File: src/crlm_queue.sv
// Small register queue between the front and back parts.
`timescale 1ns / 1ps

module crlm_queue #(
  parameter int W     = 46,
  parameter int DEPTH = 4
) (
  input  logic         clk,
  input  logic         rst_n,
  input  logic         push,
  input  logic [W-1:0] wdata,
  output logic         full,
  input  logic         pop,
  output logic         valid,
  output logic [W-1:0] rdata
);

  localparam int PW = (DEPTH > 1) ? $clog2(DEPTH) : 1;

  logic [W-1:0]  slot_r [DEPTH];
  logic [PW-1:0] wr_ptr_r, rd_ptr_r;
  logic [PW:0]   count_r;

  assign full  = (count_r == (PW+1)'(DEPTH));
  assign valid = (count_r != '0);
  assign rdata = slot_r[rd_ptr_r];

  always_ff @(posedge clk) begin
    if (push) begin
      slot_r[wr_ptr_r] <= wdata;
    end
  end

  always_ff @(posedge clk) begin
    if (!rst_n) begin
      wr_ptr_r <= '0;
      rd_ptr_r <= '0;
      count_r  <= '0;
    end else begin
      if (push) begin
        wr_ptr_r <= (wr_ptr_r == PW'(DEPTH - 1)) ? '0 : wr_ptr_r + 1'b1;
      end
      if (pop) begin
        rd_ptr_r <= (rd_ptr_r == PW'(DEPTH - 1)) ? '0 : rd_ptr_r + 1'b1;
      end
      if (push && !pop) begin
        count_r <= count_r + 1'b1;
      end else if (pop && !push) begin
        count_r <= count_r - 1'b1;
      end
    end
  end

endmodule

File: config.mk
export PLATFORM = sky130hd
export DESIGN_NAME = crlm_queue
export DESIGN_NICKNAME = d
export VERILOG_FILES = /design/src/crlm_queue.sv
export SDC_FILE = /design/constraint.sdc
export NUM_CORES = 1
export LEC_CHECK = 0
export BUFFER_PORTS_ARGS = -buffer_cell sky130_fd_sc_hd__buf_2
export CAP_MARGIN = 20
export CORE_ASPECT_RATIO = 1.1
export CORE_MARGIN = 1.5
export CORE_UTILIZATION = 48
export DETAILED_ROUTE_END_ITERATION = 8
export GPL_ROUTABILITY_DRIVEN = 0
export PLACE_DENSITY_LB_ADDON = 0.05
export SLEW_MARGIN = 20
export SYNTH_ARGS = -nofsm -noshare
export SYNTH_HDL_FRONTEND = slang
export SYNTH_SLANG_ARGS = --single-unit
File: constraint.sdc
create_clock -name clk -period 6.59 [get_ports clk]
set_clock_uncertainty 0.05 [all_clocks]
set_input_delay 1.318 -clock clk [delete_from_list [all_inputs] [get_ports clk]]
set_output_delay 1.318 -clock clk [all_outputs]
set_load 0.01 [all_outputs]
# After elaboration in Yosys (flattened, before gate mapping)
# Memory sizes are Yosys's and may differ from the RTL's. A register that Yosys moved wholly into a read port is not among the register bits.
# Cells that the tools add are included.
[word_totals] ff_bits=7 latch_bits=0 ramBits=184 mem_bits_ro=0 inputBits=50 output_inout_bits=48 word_cells=25 mem_count=1
[memory_table] memory="slot_r" words=4 width=46 read_ports=1 rd_clocked_by_memory_dff=1 wr=1 line="20" text="logic [W-1:0] slot_r [DEPTH];"
[classes] add_sub_neg=4 n_mul=0 n_div=0 n_lt_le_gt_ge=0 eq_ne=3 shift=0 muxes=8 n_bitwise=0 n_reduce_logical=6
[op_table] cell="$mux W2" n=4
[op_table] cell="$mux W3" n=2
[op_table] cell="$add A2 B1 Y2 const B" n=2
[op_table] cell="$eq A2 B2 Y1 const B" n=2
[op_table] cell="$add A3 B1 Y3 const B" n=1
[op_table] cell="$eq A3 B3 Y1 const B" n=1
[op_table] cell="$reduce_bool A3 Y1" n=1
[op_table] cell="$sub A3 B1 Y3 const B" n=1
[op_table] cell="$logic_and A1 B1 Y1" n=2
[op_table] cell="$logic_not A1 Y1" n=2
[op_table] cell="$mux W1" n=2
[op_table] cell="$reduce_bool A2 Y1" n=1

# Depth between registers and ports, before layout
# Gate-level depths: netlist of run 1.
[depth] depth_word=4 ltp_mapped=7 mapped_depth_nobuf=7

# Worst setup path after synthesis of run 1
# Ideal clock, no wire load.
[synth_path] path_kind="input -> register" start="input port push" end="memory slot_r[0][0], enable pin" setup_time_ns=0.408 arrival_time_ns=2.423 required_ns=6.132 slack_ns=3.709 path_stages=1 n_path_buf=0 path_cell_list="and2_1"
[synth_between] elab_chain_cells=2
[synth_rtl] element="from (decl)" line="10" text="input logic push,"
[synth_rtl] element="$mux W1" line="29" text="if (push) begin"
[synth_rtl] element="$mux W1 (implied by the code)" line="30" text="slot_r[wr_ptr_r] <= wdata;"
[synth_rtl] element="to (decl)" line="20"
# Every way passes these cells.

==> metrics.log, run 1 <==
INFO  metric insertedDiodeCount = 0
INFO  metric die_area = 15700 sq um
INFO  metric initial_antenna_violation_count = 0
INFO  metric worstHoldPathCells = 2
INFO  metric clock-sinks = between 150 and 200
INFO  metric die-width = around 120 um
INFO  metric rows = between 40 and 50
INFO  metric cap_violations = 0
INFO  metric synth_area_leader_cell = sky130_fd_sc_hd__edfxtp_1
INFO  metric worstHoldPathType = flip-flop to flip-flop
INFO  metric synth_fp_nets = ~340
INFO  metric end_of_the_critical_path = rdata[38]
INFO  metric grt_pass1_vias = between 3000 and 4000
INFO  metric critical_path_required = about 5200 ps
INFO  metric fin_setup_tns = 0 ps
INFO  metric crit_path_max_incr_delay = between 900 and 1000 ps
INFO  metric clk_root_buffer_cell = sky130_fd_sc_hd__clkbuf_16
INFO  metric yosys_warnings = 0
INFO  metric globalRouteOverflowTotal = 0
INFO  metric timing_hold_violations_final = 0
INFO  metric netlist.area_leader.share = between 70 and 80%
INFO  metric cts_tree = built
INFO  metric critical_path_buf_inv_count = 1
INFO  metric power.leakage = ~2.9 nW
INFO  metric cts_buffers = 17
INFO  metric crit_cells = 2
INFO  metric yosysSeqAreaShare = between 70 and 80%
INFO  metric cts.repair_timing.setup_buffer_count = 0
INFO  metric portBuffers = 97
INFO  metric avgSynthCellArea = 25.2 sq um
INFO  metric route.detailed.vias_per_inst = ~5.3
INFO  metric clock_tree.htree_level_count = 4
INFO  metric drtPass1Iterations = 4
INFO  metric post-route-drc-count = 0
INFO  metric syn2layout_area_growth = 17.8%
INFO  metric power.density_cell_area = between 300 and 400 nW/um^2
INFO  metric setup.worst_path.start_class = flip-flop
INFO  metric drt-total-wl = ~12000 um
INFO  metric critical_path.top_delay_family = flip-flops
INFO  metric detail_route.wl_per_cell = roughly 21 um
INFO  metric grt_start_max_net_pins = 47
INFO  metric critical_path.max_fanout = 46
INFO  metric cp_data_arrival_time = between 2000 and 2500 ps
INFO  metric clock_tree_buf_depth = 2
INFO  metric timing.reg2reg.worst_path_depth = 3
INFO  metric post-route-min-period = approximately 3600 ps
INFO  metric worst_slew_margin_rel = roughly 37%
INFO  metric synthFlopType = sky130_fd_sc_hd__edfxtp_1
INFO  metric cp_slowest_cell = sky130_fd_sc_hd__dfxtp_4
INFO  metric worstReg2RegStart = wr_ptr_r[0]$_SDFFE_PN0P_
INFO  metric antenna_violating_nets_post_route = 0
INFO  metric synth_seq_cells = about 190
INFO  metric number_of_instances_in_the_synthesized_netlist = 284
INFO  metric worst_ir_drop_vdd = 0.177 mV
INFO  metric final_max_slew_viol_count = 0
INFO  metric nets = about 450
INFO  metric grt_util_all_layers = roughly 17%
INFO  metric crit_path_cell_trace = mux4_1, buf_2
INFO  metric pin_count = just under 100
INFO  metric detailroute.via_count = 3192
INFO  metric post_synth_num_cell_types = 23
INFO  metric cts_hold_fix_bufs = 0
INFO  metric min_period_over_period = a little over half
INFO  metric grt_first_pass_wirelength = 18500 um
INFO  metric critPathCaptureType = output pin
INFO  metric die_h = between 100 and 150 um
INFO  metric setup_repair_after_global_routing_missed_its_margin = false
INFO  metric dr.first_iter.drc_count = 204
INFO  metric regToRegSetupSlack = 4550 ps
INFO  metric hpwl = ~7100 um
INFO  metric worst_r2r_endpoint = slot_r[3][20]$_DFFE_PP_
INFO  metric synth_top_cells_by_area = sky130_fd_sc_hd__edfxtp_1 (77%), sky130_fd_sc_hd__mux4_2 (13%), sky130_fd_sc_hd__dfxtp_1 (2.5%), sky130_fd_sc_hd__mux4_1 (2.2%), sky130_fd_sc_hd__buf_12 (1.1%)
INFO  metric coreArea = 14500 sq um
INFO  metric mappedNetlistArea = 7160 sq um
INFO  metric setup_violations = 0
INFO  metric fin_total_pwr = between 2 and 3 mW
INFO  metric max_slew.worst_pin.slew = 938 ps
INFO  metric run_status = finished clean
INFO  metric fmax = about 0.28 GHz
INFO  metric cts-resized-gates = 0
INFO  metric clkTransAtPathRegs = 60 ps
INFO  metric worstSetupPathType = flip-flop to output pin
INFO  metric fin_hold_ws = approximately 460 ps
INFO  metric postSynth.asyncResetShare = 0%
INFO  metric floorplan.initialDensity = 49.4%
INFO  metric clock_insertion_delay_worst_skew = ~420 ps
INFO  metric post_route_cells_drive_above_1_share = 43.7%
INFO  metric number_of_enable_type_register_cells_in_the_synthesized_netlist = 184
-- area by class of cell --
class / count / area (sq um)
Inverter: 4 / 15.0
Tap cell: 192 / 240
Clock buffer: 18 / 429
Timing Repair Buffer: 102 / 523
Sequential cell: 193 / 5710
Fill cell: 1126 / 6070
Multi-Input combinational cell: 77 / 1330
Clock inverter: 13 / 186
-- metrics by stage --
stage	util, %	instance area, sq um	instances	worst slack (ps)
floorplan	-	7160	284	3710
global placement	53.9	7820	568	3340
detailed placement	53.9	7820	568	3360
CTS	58.1	8430	599	2880
global route	58.1	8430	599	2780
finish	58.1	8430	599	2970
-- sequential cells by signal, summed over array words and instances, names as in the netlist, named ones only --
register	flops
wr_ptr_r	2
slot_r	184
count_r	3
rd_ptr_r	2
-- synthesized netlist by cell type (all sizes together) (2+ instances only) --
library cell,n
or3,2
buf,9
nor2b,5
ha,6
dfxtp,9
inv,4
mux4,46
edfxtp,184
mux2i,4
and2,5
-- routing by layer --
layer  wire length, um  global-route usage, %  vias to the layer above
li1                  -                      -                     1428
met1              5260                   20.2                     1668
met2              6310                   28.6                       81
met3               570                   5.06                       15
met4               137                   6.09                        0
met5                 0                      0                        -
-- how the worst min path moves through the flow --
stage,start,to,slack (ps)
3_3_place_gp,count_r[2]$_SDFFE_PN0P_,count_r[2]$_SDFFE_PN0P_,440
2_1_floorplan,count_r[2]$_SDFFE_PN0P_,count_r[2]$_SDFFE_PN0P_,420
3_5_place_dp,count_r[2]$_SDFFE_PN0P_,count_r[2]$_SDFFE_PN0P_,450
5_1_grt,count_r[2]$_SDFFE_PN0P_,count_r[2]$_SDFFE_PN0P_,500
4_1_cts,count_r[2]$_SDFFE_PN0P_,count_r[2]$_SDFFE_PN0P_,470
6_report,count_r[2]$_SDFFE_PN0P_,count_r[2]$_SDFFE_PN0P_,460
-- placed cells by master, fill, tap and decap left out, types with 2 or more instances in the layout --
master and instances:
sky130_fd_sc_hd__dfxtp_1 7, sky130_fd_sc_hd__mux2i_1 4, sky130_fd_sc_hd__mux4_1 6, sky130_fd_sc_hd__buf_2 97, sky130_fd_sc_hd__ha_1 6, sky130_fd_sc_hd__and2_2 4, sky130_fd_sc_hd__clkinv_2 2, sky130_fd_sc_hd__or3_1 2
sky130_fd_sc_hd__bufinv_16 4, sky130_fd_sc_hd__inv_1 4, sky130_fd_sc_hd__clkbuf_16 17, sky130_fd_sc_hd__inv_6 2, sky130_fd_sc_hd__nor2b_1 5, sky130_fd_sc_hd__clkinvlp_4 4, sky130_fd_sc_hd__edfxtp_1 184, sky130_fd_sc_hd__buf_4 5
sky130_fd_sc_hd__mux4_2 40
-- logic make-up after synthesis --
| logic type | share of synthesized area (%) |
|---|---|
| adder cells (fa/ha/maj) | 1.33 |
| multiplexers | 15.3 |
| AO/OA/AOI/OAI | 0.280 |
| flip-flops | 79.7 |
| XOR/XNOR | 0.245 |
| buffers and inverters | 1.83 |
| AND/OR/NAND/NOR | 1.28 |
-- where the power goes --
group	switching, mW	internal (mW)	total [mW]
registers	0.0298	1.40	1.43
logic	0.108	0.104	0.212
clock network	0.424	0.634	1.06
-- worst register-to-register path, stage by stage (launching register included) --
cell                      delay (ps)
sky130_fd_sc_hd__dfxtp_1         390
sky130_fd_sc_hd__ha_1            190
sky130_fd_sc_hd__and2_2          560
sky130_fd_sc_hd__buf_4           490
Power figures use the tool's default switching activity.
==> run 2, diff against run 1 <==
clock period = 3.38 ns   (was 6.59 ns; I/O delays follow)
==> run 2 against run 1 <==
Core utilization rose by 0.61 points; count of clock-buffer cells in the layout fell by 1; power rose by 95%; combinational power rose by 100%; critical endpoint is now rdata[45].
==> metrics.log, run 2 (synthesis gave the netlist of run 1 again) <==
INFO  metric portBuffers = 97 (unchanged)
INFO  metric clock_tree_buf_depth = 2 (unchanged)
INFO  metric antenna_violating_nets_post_route = 0 (unchanged)
INFO  metric globalRouteOverflowTotal = 0 (unchanged)
INFO  metric min_period_over_period = roughly 84%
INFO  metric fin_hold_ws = 406 ps (-58.0 ps)
INFO  metric cts.repair_timing.setup_buffer_count = 0 (unchanged)
INFO  metric mostFrequentLayoutCell = sky130_fd_sc_hd__edfxtp_1
INFO  metric die-width = 119 um (unchanged)
INFO  metric post-route-worst-setup-slack = 554 ps (-2410 ps)
INFO  metric worstSetupPathType = flip-flop to output pin
INFO  metric cts_hold_fix_bufs = 0 (unchanged)
INFO  metric regToRegSetupSlack = 1570 ps (-2980 ps)
INFO  metric timing.reg2reg.worst_path_depth = 4 (+1)
INFO  metric syn2layout_area_growth = 19.0%
INFO  metric cp_data_arrival_time = 2100 ps (-160 ps)
INFO  metric die_h = 131 um (unchanged)
INFO  metric number_of_flip_flops_under_the_largest_register_name = 184 (unchanged)
INFO  metric grt_first_pass_wirelength = 18200 um (-1.9%)
INFO  metric initial_antenna_violation_count = 2 (+2)
INFO  metric utilization = 58.7% (+0.61 points)
INFO  metric floorplan.initialDensity = 49.4% (unchanged)
INFO  metric setup_repair_after_global_routing_missed_its_margin = false
INFO  metric cts_buffers = 17 (unchanged)
INFO  metric post-route-drc-count = 0 (unchanged)
INFO  metric clock_tree.htree_level_count = 4 (unchanged)
INFO  metric critPathCaptureType = output pin
INFO  metric layout.cells.most_common_list = sky130_fd_sc_hd__edfxtp_1 (184), sky130_fd_sc_hd__buf_2 (97), sky130_fd_sc_hd__mux4_2 (40), sky130_fd_sc_hd__clkbuf_16 (17), sky130_fd_sc_hd__dfxtp_1 (7)
INFO  metric fmax = between 0.3 and 0.4 GHz
INFO  metric fin_total_pwr = 5.27 mW (+95%)
INFO  metric timing_hold_violations_final = 0 (unchanged)
INFO  metric route.detailed.vias_per_inst = 5.22 (-2.1%)
INFO  metric worstHoldPathType = input port to flip-flop
INFO  metric worst_r2r_endpoint = slot_r[2][12]$_DFFE_PP_
INFO  metric dpl-instance-area = 7900 sq um (+1.1%)
INFO  metric die_area = 15700 sq um (unchanged)
INFO  metric post-route-min-period = roughly 2800 ps
INFO  metric setup_violations = 0 (unchanged)
INFO  metric critical_path.max_fanout = 24 (-48%)
INFO  metric critical_path_required = 2650 ps (-2570 ps)
INFO  metric coreArea = 14500 sq um (unchanged)
INFO  metric layout_top_registers = slot_r x184, count_r x3
INFO  metric fin_setup_tns = 0 ps (unchanged)
INFO  metric worst_slew_margin_rel = 56.8% (+19 points)
INFO  metric dr.first_iter.drc_count = 237 (+16%)
INFO  metric grt_pass1_vias = 3333 (-2.7%)
INFO  metric clkTransAtPathRegs = 70 ps (about the same)
INFO  metric detailroute.via_count = 3150 (-1.3%)
INFO  metric clock-sinks = 193 (unchanged)
INFO  metric power.leakage = 2.91 nW (+1.3%)
INFO  metric rows = 46 (unchanged)
INFO  metric power.density_cell_area = 618 nW/um^2 (+93%)
INFO  metric max_slew.worst_pin.slew = 649 ps (-289 ps)
INFO  metric run_status = finished clean
INFO  metric fin_area = 8520 sq um (+1.1%)
INFO  metric clk_root_buffer_cell = sky130_fd_sc_hd__clkbuf_16
INFO  metric setup.worst_path.start_class = flip-flop
INFO  metric clock_insertion_delay_worst_skew = 430 ps (about the same)
INFO  metric worstReg2RegStart = wr_ptr_r[0]$_SDFFE_PN0P_
INFO  metric regMostFlops = slot_r
INFO  metric pin_count = 98 (unchanged)
INFO  metric place_worst_setup_slack = 922 ps (-2440 ps)
INFO  metric grt_start_max_net_pins = 47 (unchanged)
INFO  metric cts-resized-gates = 0 (unchanged)
INFO  metric grt_util_all_layers = 16.4% (-0.28 points)
INFO  metric cts_tree = built
INFO  metric nets = 455 (+0.66%)
INFO  metric final_max_slew_viol_count = 0 (unchanged)
INFO  metric drt-total-wl = 11900 um (-2.8%)
INFO  metric fin_cells = 604 (+0.83%)
INFO  metric cap_violations = 0 (unchanged)
INFO  metric detail_route.wl_per_cell = 19.8 um (-3.6%)
INFO  metric worst_ir_drop_vdd = 0.411 mV (+130%)
INFO  metric hpwl = 7130 um (+0.61%)
INFO  metric end_of_the_critical_path = rdata[45]
INFO  metric placed_cells_incl_taps = 571 (+0.53%)
INFO  metric drtPass1Iterations = 4 (unchanged)
INFO  metric post_route_cells_drive_above_1_share = 44.0% (+0.30 points)
run 2: worst max-delay path, cell delays in order (launching register included):
cell and delay (ps):
sky130_fd_sc_hd__dfxtp_4 650, sky130_fd_sc_hd__buf_4 340, sky130_fd_sc_hd__mux4_2 540, sky130_fd_sc_hd__buf_2 160
run 2: area by class of cell:
class / count / area [sq um]
fillers: 1094 / 5980
flip-flops and latches: 193 / 5710
multi-input cells: 77 / 1330
repair buffers: 105 / 608
clock buffers: 17 / 425
well taps: 192 / 240
clock inverters: 15 / 191
inverters: 4 / 15.0
diodes: 1 / 2.50
run 2: power by group:
group | total [mW] | internal (mW) | switching [mW]
Combinational | 0.434 | 0.215 | 0.220
Clock | 2.05 | 1.23 | 0.819
Sequential | 2.78 | 2.74 | 0.0475
Total | 5.27 | 4.18 | 1.09
run 2: per-layer routing:
metal  GRT usage, %  part of all wire, %  vias up
li1               -                    -     1436
met1           20.8                   44     1627
met5              0                0.092        -
met3           4.41                  4.5       13
met2           26.9                   50       72
met4           7.14                  1.1        2
run 2: how the worst min path moves through the flow:
stage / slack, ps / cells past startpoint / startpoint / to
6_report: 410 / 1 / wdata[18] / slot_r[1][18]$_DFFE_PP_
4_1_cts: 390 / 1 / wdata[33] / slot_r[2][33]$_DFFE_PP_
5_1_grt: 400 / 1 / wdata[27] / slot_r[2][27]$_DFFE_PP_
2_1_floorplan: 420 / 2 / count_r[2]$_SDFFE_PN0P_ / count_r[2]$_SDFFE_PN0P_
3_5_place_dp: 470 / 2 / count_r[2]$_SDFFE_PN0P_ / count_r[2]$_SDFFE_PN0P_
3_3_place_gp: 440 / 2 / count_r[2]$_SDFFE_PN0P_ / count_r[2]$_SDFFE_PN0P_
