### config.mk
export PLATFORM = sky130hd
export DESIGN_NAME = crlm_front_flat
export DESIGN_NICKNAME = d
export VERILOG_FILES = /design/src/crlm_pkg.sv /design/src/crlm_in_if.sv /design/src/crlm_front.sv /design/src/flat_wrapper.sv
export SDC_FILE = /design/constraint.sdc
export NUM_CORES = 2
export LEC_CHECK = 0
export ABC_AREA = 0
export BUFFER_PORTS_ARGS = -buffer_cell sky130_fd_sc_hd__buf_2
export CAP_MARGIN = 40
export CORE_MARGIN = 10
export CORE_UTILIZATION = 30
export CTS_BUF_LIST = sky130_fd_sc_hd__clkbuf_16
export CTS_CLUSTER_DIAMETER = 100
export DETAILED_ROUTE_END_ITERATION = 6
export GPL_ROUTABILITY_DRIVEN = 0
export HOLD_SLACK_MARGIN = 0.08
export MAX_ROUTING_LAYER = met4
export PLACE_DENSITY = 0.53
export SYNTH_ARGS = -nofsm -noshare
export SYNTH_HDL_FRONTEND = slang
export SYNTH_SLANG_ARGS = --single-unit
### constraint.sdc
create_clock -name clk -period 27.3 [get_ports clk]
set_clock_uncertainty 0.1 [all_clocks]
set_input_delay 8.19 -clock clk [delete_from_list [all_inputs] [get_ports clk]]
set_output_delay 8.19 -clock clk [all_outputs]
set_load 0.02 [all_outputs]
### src/crlm_pkg.sv
// Shared types and constants for the corner response local maximum unit.
`timescale 1ns / 1ps

package crlm_pkg;

  // Normalized level: 0..100 with 8 fraction bits.
  localparam int LEVEL_W = 15;
  localparam logic [LEVEL_W-1:0] LEVEL_MAX = 15'd25600;

  // Output coordinate width, fixed by the result format.
  localparam int COORD_W = 10;

  // Queue entry fields other than the line store address:
  // judge flag, level, output row, output column.
  localparam int META_W = 1 + LEVEL_W + COORD_W + COORD_W;

  localparam int QUEUE_DEPTH = 4;

  // Configuration register indexes.
  localparam int CFG_IDX_W = 3;
  localparam logic [CFG_IDX_W-1:0] CFG_FRAME_WIDTH  = 3'd0;
  localparam logic [CFG_IDX_W-1:0] CFG_FRAME_HEIGHT = 3'd1;
  localparam logic [CFG_IDX_W-1:0] CFG_RESP_OFFSET  = 3'd2;
  localparam logic [CFG_IDX_W-1:0] CFG_RESP_SCALE   = 3'd3;
  localparam logic [CFG_IDX_W-1:0] CFG_THRESHOLD    = 3'd4;

  localparam int CFG_DATA_W = 32;

  typedef struct packed {
    logic [10:0] frame_width;
    logic [10:0] frame_height;
    logic [31:0] resp_offset;
    logic [31:0] resp_scale;
    logic [6:0]  threshold;
  } cfg_t;

  localparam logic [10:0] RST_FRAME_WIDTH  = 11'd640;
  localparam logic [10:0] RST_FRAME_HEIGHT = 11'd480;
  localparam logic [31:0] RST_RESP_OFFSET  = 32'd0;
  localparam logic [31:0] RST_RESP_SCALE   = 32'd65536;
  localparam logic [6:0]  RST_THRESHOLD    = 7'd20;

endpackage

### src/crlm_in_if.sv
// Input request channel: raw response samples in raster order.
`timescale 1ns / 1ps

interface crlm_in_if;
  logic        valid;
  logic        ready;
  logic [31:0] response;
  logic        frame_start;

  modport source (output valid, output response, output frame_start, input ready);
  modport sink   (input valid, input response, input frame_start, output ready);
endinterface

### src/crlm_front.sv
// Front part: accepts samples, tracks raster position and normalizes the level.
`timescale 1ns / 1ps

module crlm_front #(
  parameter int MAX_WIDTH  = 1024,
  parameter int MAX_HEIGHT = 1024
) (
  input  logic                clk,
  input  logic                rst_n,
  crlm_in_if.sink             in_chan,
  input  crlm_pkg::cfg_t      cfg,
  input  logic                clear_busy,
  input  logic                q_full,
  output logic                q_push,
  output logic [crlm_pkg::META_W+$clog2(MAX_WIDTH)-1:0] q_wdata
);

  localparam int CW   = $clog2(MAX_WIDTH);
  localparam int RW   = $clog2(MAX_HEIGHT);
  localparam int WW   = $clog2(MAX_WIDTH + 1);
  localparam int HW   = $clog2(MAX_HEIGHT + 1);
  localparam int CMPW = ((WW > HW) ? WW : HW) > 11 ? ((WW > HW) ? WW : HW) : 11;
  localparam int LW   = crlm_pkg::LEVEL_W;

  logic [CMPW-1:0] fw_ext, fh_ext;
  logic [WW-1:0]   width_eff;
  logic [HW-1:0]   height_eff;

  logic [RW-1:0]   row_cnt_r, row_cnt_nxt;
  logic [CW-1:0]   col_cnt_r, col_cnt_nxt;
  logic [RW-1:0]   cur_row;
  logic [CW-1:0]   cur_col;
  logic [CW:0]     col_inc;
  logic [RW:0]     row_inc;
  logic            judge;
  logic [RW-1:0]   row_m1;
  logic [CW-1:0]   col_m1;
  logic [31:0]     row_m1_ext, col_m1_ext;

  logic [32:0]     diff;
  logic            diff_pos;
  logic [63:0]     prod;

  logic            accept;
  logic            f_valid_r;
  logic [63:0]     prod_r;
  logic            pos_r;
  logic            judge_r;
  logic [9:0]      row_out_r, col_out_r;
  logic [CW-1:0]   col_r;
  logic [47:0]     prod_hi;
  logic [LW-1:0]   level;

  // Frame size saturated to the supported range.
  always_comb begin
    fw_ext = CMPW'(cfg.frame_width);
    fh_ext = CMPW'(cfg.frame_height);
    if (fw_ext < CMPW'(3)) begin
      width_eff = WW'(3);
    end else if (fw_ext > CMPW'(MAX_WIDTH)) begin
      width_eff = WW'(MAX_WIDTH);
    end else begin
      width_eff = WW'(fw_ext);
    end
    if (fh_ext < CMPW'(3)) begin
      height_eff = HW'(3);
    end else if (fh_ext > CMPW'(MAX_HEIGHT)) begin
      height_eff = HW'(MAX_HEIGHT);
    end else begin
      height_eff = HW'(fh_ext);
    end
  end

  // Position of the incoming sample and the next position.
  always_comb begin
    cur_row = in_chan.frame_start ? '0 : row_cnt_r;
    cur_col = in_chan.frame_start ? '0 : col_cnt_r;
    col_inc = {1'b0, cur_col} + 1'b1;
    row_inc = {1'b0, cur_row} + 1'b1;
    if (col_inc >= (CW+1)'(width_eff)) begin
      col_cnt_nxt = '0;
      row_cnt_nxt = (row_inc >= (RW+1)'(height_eff)) ? '0 : row_inc[RW-1:0];
    end else begin
      col_cnt_nxt = col_inc[CW-1:0];
      row_cnt_nxt = cur_row;
    end
    judge = (cur_row >= RW'(2)) && (cur_col >= CW'(2)) &&
            (HW'(cur_row) < height_eff) && (WW'(cur_col) < width_eff);
    row_m1     = cur_row - 1'b1;
    col_m1     = cur_col - 1'b1;
    row_m1_ext = 32'(row_m1);
    col_m1_ext = 32'(col_m1);
  end

  // Offset subtraction is exact; only a positive difference is scaled.
  assign diff     = {in_chan.response[31], in_chan.response} -
                    {cfg.resp_offset[31], cfg.resp_offset};
  assign diff_pos = !diff[32] && (diff[31:0] != 32'd0);
  assign prod     = {32'd0, diff[31:0]} * {32'd0, cfg.resp_scale};

  assign accept        = in_chan.valid && in_chan.ready;
  assign in_chan.ready = !clear_busy && (!f_valid_r || !q_full);
  assign q_push        = f_valid_r && !q_full;

  always_ff @(posedge clk) begin
    if (!rst_n) begin
      f_valid_r <= 1'b0;
      row_cnt_r <= '0;
      col_cnt_r <= '0;
    end else begin
      if (accept) begin
        f_valid_r <= 1'b1;
        row_cnt_r <= row_cnt_nxt;
        col_cnt_r <= col_cnt_nxt;
      end else if (q_push) begin
        f_valid_r <= 1'b0;
      end
    end
  end

  always_ff @(posedge clk) begin
    if (accept) begin
      prod_r    <= prod;
      pos_r     <= diff_pos;
      judge_r   <= judge;
      row_out_r <= row_m1_ext[9:0];
      col_out_r <= col_m1_ext[9:0];
      col_r     <= cur_col;
    end
  end

  // Shift by 16 and clamp to the full-scale level.
  assign prod_hi = prod_r[63:16];
  always_comb begin
    if (!pos_r) begin
      level = '0;
    end else if (prod_hi > 48'(crlm_pkg::LEVEL_MAX)) begin
      level = crlm_pkg::LEVEL_MAX;
    end else begin
      level = prod_hi[LW-1:0];
    end
  end

  assign q_wdata = {judge_r, level, row_out_r, col_out_r, col_r};

endmodule

### src/flat_wrapper.sv
// flat-port wrapper written by rule: the top's interface ports become plain ports
module crlm_front_flat 
#(
  parameter int MAX_WIDTH  = 1024,
  parameter int MAX_HEIGHT = 1024
)
  (clk, rst_n, cfg, clear_busy, q_full, q_push, q_wdata, in_chan_valid, in_chan_response, in_chan_frame_start, in_chan_ready);
  crlm_in_if in_chan_i ();
  input  logic clk;
  input  logic rst_n;
  input  crlm_pkg::cfg_t cfg;
  input  logic clear_busy;
  input  logic q_full;
  output logic q_push;
  output logic [crlm_pkg::META_W+$clog2(MAX_WIDTH)-1:0] q_wdata;
  input wire logic [$bits(in_chan_i.valid)-1:0] in_chan_valid;
  input wire logic [$bits(in_chan_i.response)-1:0] in_chan_response;
  input wire logic [$bits(in_chan_i.frame_start)-1:0] in_chan_frame_start;
  output wire logic [$bits(in_chan_i.ready)-1:0] in_chan_ready;
  assign in_chan_i.valid = in_chan_valid;
  assign in_chan_i.response = in_chan_response;
  assign in_chan_i.frame_start = in_chan_frame_start;
  assign in_chan_ready = in_chan_i.ready;
  crlm_front #(.MAX_WIDTH(MAX_WIDTH), .MAX_HEIGHT(MAX_HEIGHT)) u_core (.clk(clk), .rst_n(rst_n), .in_chan(in_chan_i), .cfg(cfg), .clear_busy(clear_busy), .q_full(q_full), .q_push(q_push), .q_wdata(q_wdata));
endmodule
---- Word level (Yosys, flattened, before mapping) ----
Cells that the tools add are included.
word-level totals
  logic and storage cells ................. 53
  bits in registers ....................... 117
  input bits .............................. 131
  output and inout port bits .............. 48
operators by class
  add/sub/neg operators ................... 5
  muxes and demuxes ....................... 13
  magnitude comparators ................... 11
  reductions and logical operators ........ 14
  multipliers ............................. 1
operators with widths
  operator               count
  $mul 32x32->64         1
  $mux 10                5
  $gt 48x15->1 const B   1
  $mux 11                4
  $sub 32x32->33         1
  $reduce_bool 32->1     1
  $mux 15                2
  $add 10x1->11 const B  2
  $ge 11x11->1           2
  $gt 11x11->1 const B   2
  $lt 10x11->1           2
  $lt 11x2->1 const B    2
  $ge 10x2->1 const B    2
  $sub 10x1->10 const B  2
  $logic_and 1x1->1      7
  $logic_not 1->1        4
  $mux 1                 2
  $reduce_bool 2->1      1
  $logic_or 1x1->1       1

---- Logic depth before layout (Yosys ltp) ----
  depth in word-level cells ............... 6
  gate-level depth with buffers ........... 39
  mapped depth without buffers ............ 38

---- Worst setup path before layout ----
Ideal clock, no wire load.
  path kind ............................... input-to-reg
  start point ............................. input cfg[41] (netlist name)
  end point ............................... register u_core.prod_r[59], data pin
  library setup time ...................... 265 ps
  stages on the path ...................... 37
  path buffers ............................ 2
  required time ........................... 26935 ps
  arrival ................................. 16892 ps
  path slack .............................. 10043 ps
  cell sequence ........................... inv_1 ha_1 nor2b_1 o31a_1 o311ai_0 nand3_1 a31oi_1 o311a_1 o21ai_0 a21oi_1 xnor2_1 clkbuf_1 and2_1 fa_1 fa_1 inv_1 fa_1 fa_1 inv_1 fa_1 fa_1 fa_1 inv_1 fa_1 inv_1 ha_1 clkbuf_1 nand2_1 nor2_1 a211oi_1 o22ai_1 a211oi_1 a31oi_1 a31o_2 a21oi_1 o21ai_0 xor2_1
on the way
  longest elaborated chain between the ends .. 2
RTL lines
  what                       line                RTL
  start: declaration         flat_wrapper.sv:11  input crlm_pkg::cfg_t cfg;
  $sub 32x32->33             crlm_front.sv:96    assign diff = {in_chan.response[31], in_chan.response} -
  $mul 32x32->64             crlm_front.sv:99    assign prod = {32'd0, diff[31:0]} * {32'd0, cfg.resp_scale};
  named net u_core.prod[59]  crlm_front.sv:42    logic [63:0] prod;
  end signal: assignment     crlm_front.sv:123   prod_r <= prod;
  end: declaration           crlm_front.sv:46    logic [63:0] prod_r;
The timed path passes the listed nets, and every way through them passes these cells.
A chain may end at the register's enable or synchronous reset.

---- Final worst setup path ----
  start point ............................. input in_chan_response[2]
  end point ............................... register u_core.prod_r[59], data pin
on the way
  longest elaborated chain between the ends .. 2
RTL lines
  what                       line                RTL
  start: declaration         flat_wrapper.sv:17  input wire logic [$bits(in_chan_i.response)-1:0] in_chan_response;
  $sub 32x32->33             crlm_front.sv:96
  $mul 32x32->64             crlm_front.sv:99
  named net u_core.prod[59]  crlm_front.sv:42
The timed path passes the listed nets, and every way through them passes these cells.

==> PnR_summary.wiki <==
{| class="wikitable"
! Metric !! Value
|-
| Setup Total Neg Slack || 0 ns
|-
| DIE WIDTH || 385 µm
|-
| Number of distinct library cell variants in the gate-level netlist after synthesis || 67
|-
| Total wire length after detailed routing || 117000 µm
|-
| DR DRC count || 0
|-
| Starting density of the core || 30.3%
|-
| Top FF cell, synth || edfxtp_1
|-
| Clock Tree Root || clkbuf_16
|-
| Critical-path top delay cell || a211oi_1
|-
| Final Cell Area || roughly 0.043 mm²
|-
| Flip-flop and latch count after synthesis || around 100
|-
| Core region area || ~0.13 mm²
|-
| Crit Path Max Fanout || 32
|-
| Global-route wire length before repair || 187000 µm
|-
| Drt wl/cell || 19.1 µm
|-
| Hold buffer count at cts || 0
|-
| Sinks on Clock Net || 101
|-
| Hold Crit Class || register to register
|-
| Post-synthesis async set-or-reset flop share || 0%
|-
| Antenna violation net count after detailed routing || 0
|-
| TritonCTS buffer count || 9
|-
| Kind of critical path || primary input to register
|-
| Largest delay contributor family on the critical path || compound AO/OA/AOI/OAI gates
|-
| Crit path arrival time || between 15 and 20 ns
|-
| Number of enable-type register cells in the synthesized netlist || 80
|-
| Average instance area after synthesis || about 9.1 µm²
|-
| Relative slew slack || between 30 and 40%
|-
| Minimum clock period || 19.13 ns
|-
| Number of gates given a new drive strength after cts || 0
|-
| Clock slew seen by the registers of the worst setup and hold paths || 0.09 ns
|-
| Final cycle utilization of the critical path || 70.1%
|-
| Area grow syn2layout || 8.46%
|-
| Highest Clock Rate || 52.3 MHz
|-
| Non-filler instance count after layout || 6160
|-
| Syn_nets || 5749
|-
| Clock latency at the later pin of the worst-skew pair || 0.40 ns
|-
| Measured slew at the worst slew-check pin || 0.934 ns
|-
| Number of nets in the layout || about 5800
|-
| Quantity of I/O buffers inserted on ports || 171
|-
| All-layer global routing usage || 16.7%
|-
| Max-slew violation total from the final report || 0
|-
| Final hold violation count || 0
|-
| Nature of the critical path endpoint || register
|-
| Endpoints failing setup || 0
|-
| Post-CTS Repair Setup Buffers || 0
|-
| Maximum number of pins on one net before global-route repair || 62
|-
| Most common library cell in the layout ignoring fill and taps || inv_1
|-
| Mean number of vias per cell || about 4.8
|-
| Area of the die || 0.148 mm²
|-
| Antenna violations before repair || 19
|-
| Vias in the first global route || 32000
|-
| Die Ht || 385 µm
|-
| Unrepaired setup endpoints after global routing || false
|-
| Overflow after GRT || 0
|-
| Half-perimeter wire length after detailed placement || 89200 µm
|-
| Site row count || 133
|-
| Crit start category || primary input
|-
| Required time of the critical path || 27.34 ns
|-
| Most frequent cells in the layout || inv_1, fa_1, nand2_1, and2_1, ha_1
|-
| Number of buffers on the longest clock path || 2
|-
| Most common cell on crit path || fa_1
|-
| Initial DRC count || around 1700
|-
| Number of H-tree levels || 3
|-
| Buffer and inverter count on the worst path || 4
|-
| Logic depth of the worst register-to-register path || 17
|-
| Number of warnings reported in the yosys synthesis log || 0
|-
| Top-Level Pins || 179
|-
| First-pass iteration count of the detailed router || 7
|-
| Share of final-layout standard cells stronger than drive strength 1 || 6.37%
|-
| Largest incremental delay on the critical path || 0.68 ns
|-
| Post-layout utilization of the core || between 30% and 40%
|-
| Sequential cell area fraction in the yosys report || 7.07%
|-
| Combined area of all synthesized cells || roughly 0.040 mm²
|-
| Outcome || finished, final reports clean
|-
| Cell Count Post-Placement || 6133
|-
| CTS tree || done
|-
| Total number of vias || 29500
|-
| Critical path depth in cells || 33
|-
| Cell count after synthesis || 4382
|-
| Max-Cap Viols || 0
|-
| Dpl cell area || 0.0429 mm²
|-
| Cells on Worst Hold Path || 2
|}
-- Yosys cell counts, types with 13 or more instances --
cell type | number | area [µm²]
inv_1 | 925 | 3470
fa_1 | 896 | 17900
nand2_1 | 576 | 2160
and2_1 | 508 | 3180
ha_1 | 340 | 4250
clkbuf_1 | 221 | 830
a21oi_1 | 95 | 475
nor2b_1 | 84 | 526
edfxtp_1 | 80 | 2400
nor2_1 | 79 | 297
xnor2_1 | 63 | 552
o21ai_0 | 61 | 305
a21o_1 | 45 | 338
xor2_1 | 42 | 368
nand2b_1 | 41 | 257
nand3_1 | 33 | 165
o21a_1 | 32 | 240
nor3_1 | 25 | 125
a31oi_1 | 22 | 138
dfxtp_1 | 21 | 420
and3_1 | 18 | 113
nand4_1 | 17 | 106
nor4_1 | 17 | 106
a21boi_0 | 13 | 97.6
-- per-layer routing --
metal	global-route usage, %	share of wire (%)	vias up
met5	-	0	-
met4	4.10	2.6	0
met3	2.24	5.7	162
met2	28.4	50	838
met1	20.9	42	15300
li1	-	-	13200
-- sequential cells by signal, indices dropped and copies added, names as in the netlist --
signal / cells
u_core.prod_r: 48
u_core.row_cnt_r: 10
u_core.col_out_r: 10
u_core.col_cnt_r: 10
u_core.f_valid_r: 1
u_core.row_out_r: 10
u_core.judge_r: 1
u_core.pos_r: 1
u_core.col_r: 10
-- final timing paths --
| kind | from | end | slack, ns |
|---|---|---|---|
| worst max-delay path | in_chan_response[2] | u_core.prod_r[59]$_DFFE_PP_ | 8.17 |
| worst max register to register | u_core.col_cnt_r[0]$_SDFFE_PN0P_ | u_core.row_cnt_r[0]$_SDFFE_PN0P_ | 23.30 |
| worst min register to register | u_core.f_valid_r$_SDFFE_PN0P_ | u_core.f_valid_r$_SDFFE_PN0P_ | 0.38 |
| worst min-delay path | u_core.f_valid_r$_SDFFE_PN0P_ | u_core.f_valid_r$_SDFFE_PN0P_ | 0.38 |
-- through the flow --
| stage | worst slack, ns | hold slack [ns] |
|---|---|---|
| 6_report | 8.17 | 0.380 |
| 5_1_grt | 7.53 | 0.408 |
| 4_1_cts | 8.19 | 0.381 |
| 3_5_place_dp | 7.75 | 0.372 |
| 3_3_place_gp | 7.83 | 0.363 |
| 2_1_floorplan | 10.04 | 0.350 |
-- cell type report --
type | instances | area (µm²)
repair buffers | 225 | 1390
diodes | 10 | 25.0
fillers | 13800 | 88500
clock inverters | 7 | 104
clock buffers | 9 | 225
inverters | 927 | 3480
multi-input cells | 3126 | 33000
well taps | 1755 | 2200
flip-flops and latches | 101 | 2820
-- cells by family after synthesis --
group,Yosys count,synth area share [%]
AO/OA/AOI/OAI,359,5.90
XOR/XNOR,105,2.30
adder cells (fa/ha/maj),1236,55.6
buffers and inverters,1155,10.9
flip-flops,101,7.07
multiplexers,1,0.0251
AND/OR/NAND/NOR,1425,18.2
-- worst min-delay path, cell delays in order (launching register included) --
cell and delay (ns):
dfxtp_1 0.33, nand2_1 0.05, a21boi_0 0.06
Power is not shown: default switching activity piles up to over one toggle a cycle in this logic, so the estimate is an artifact.
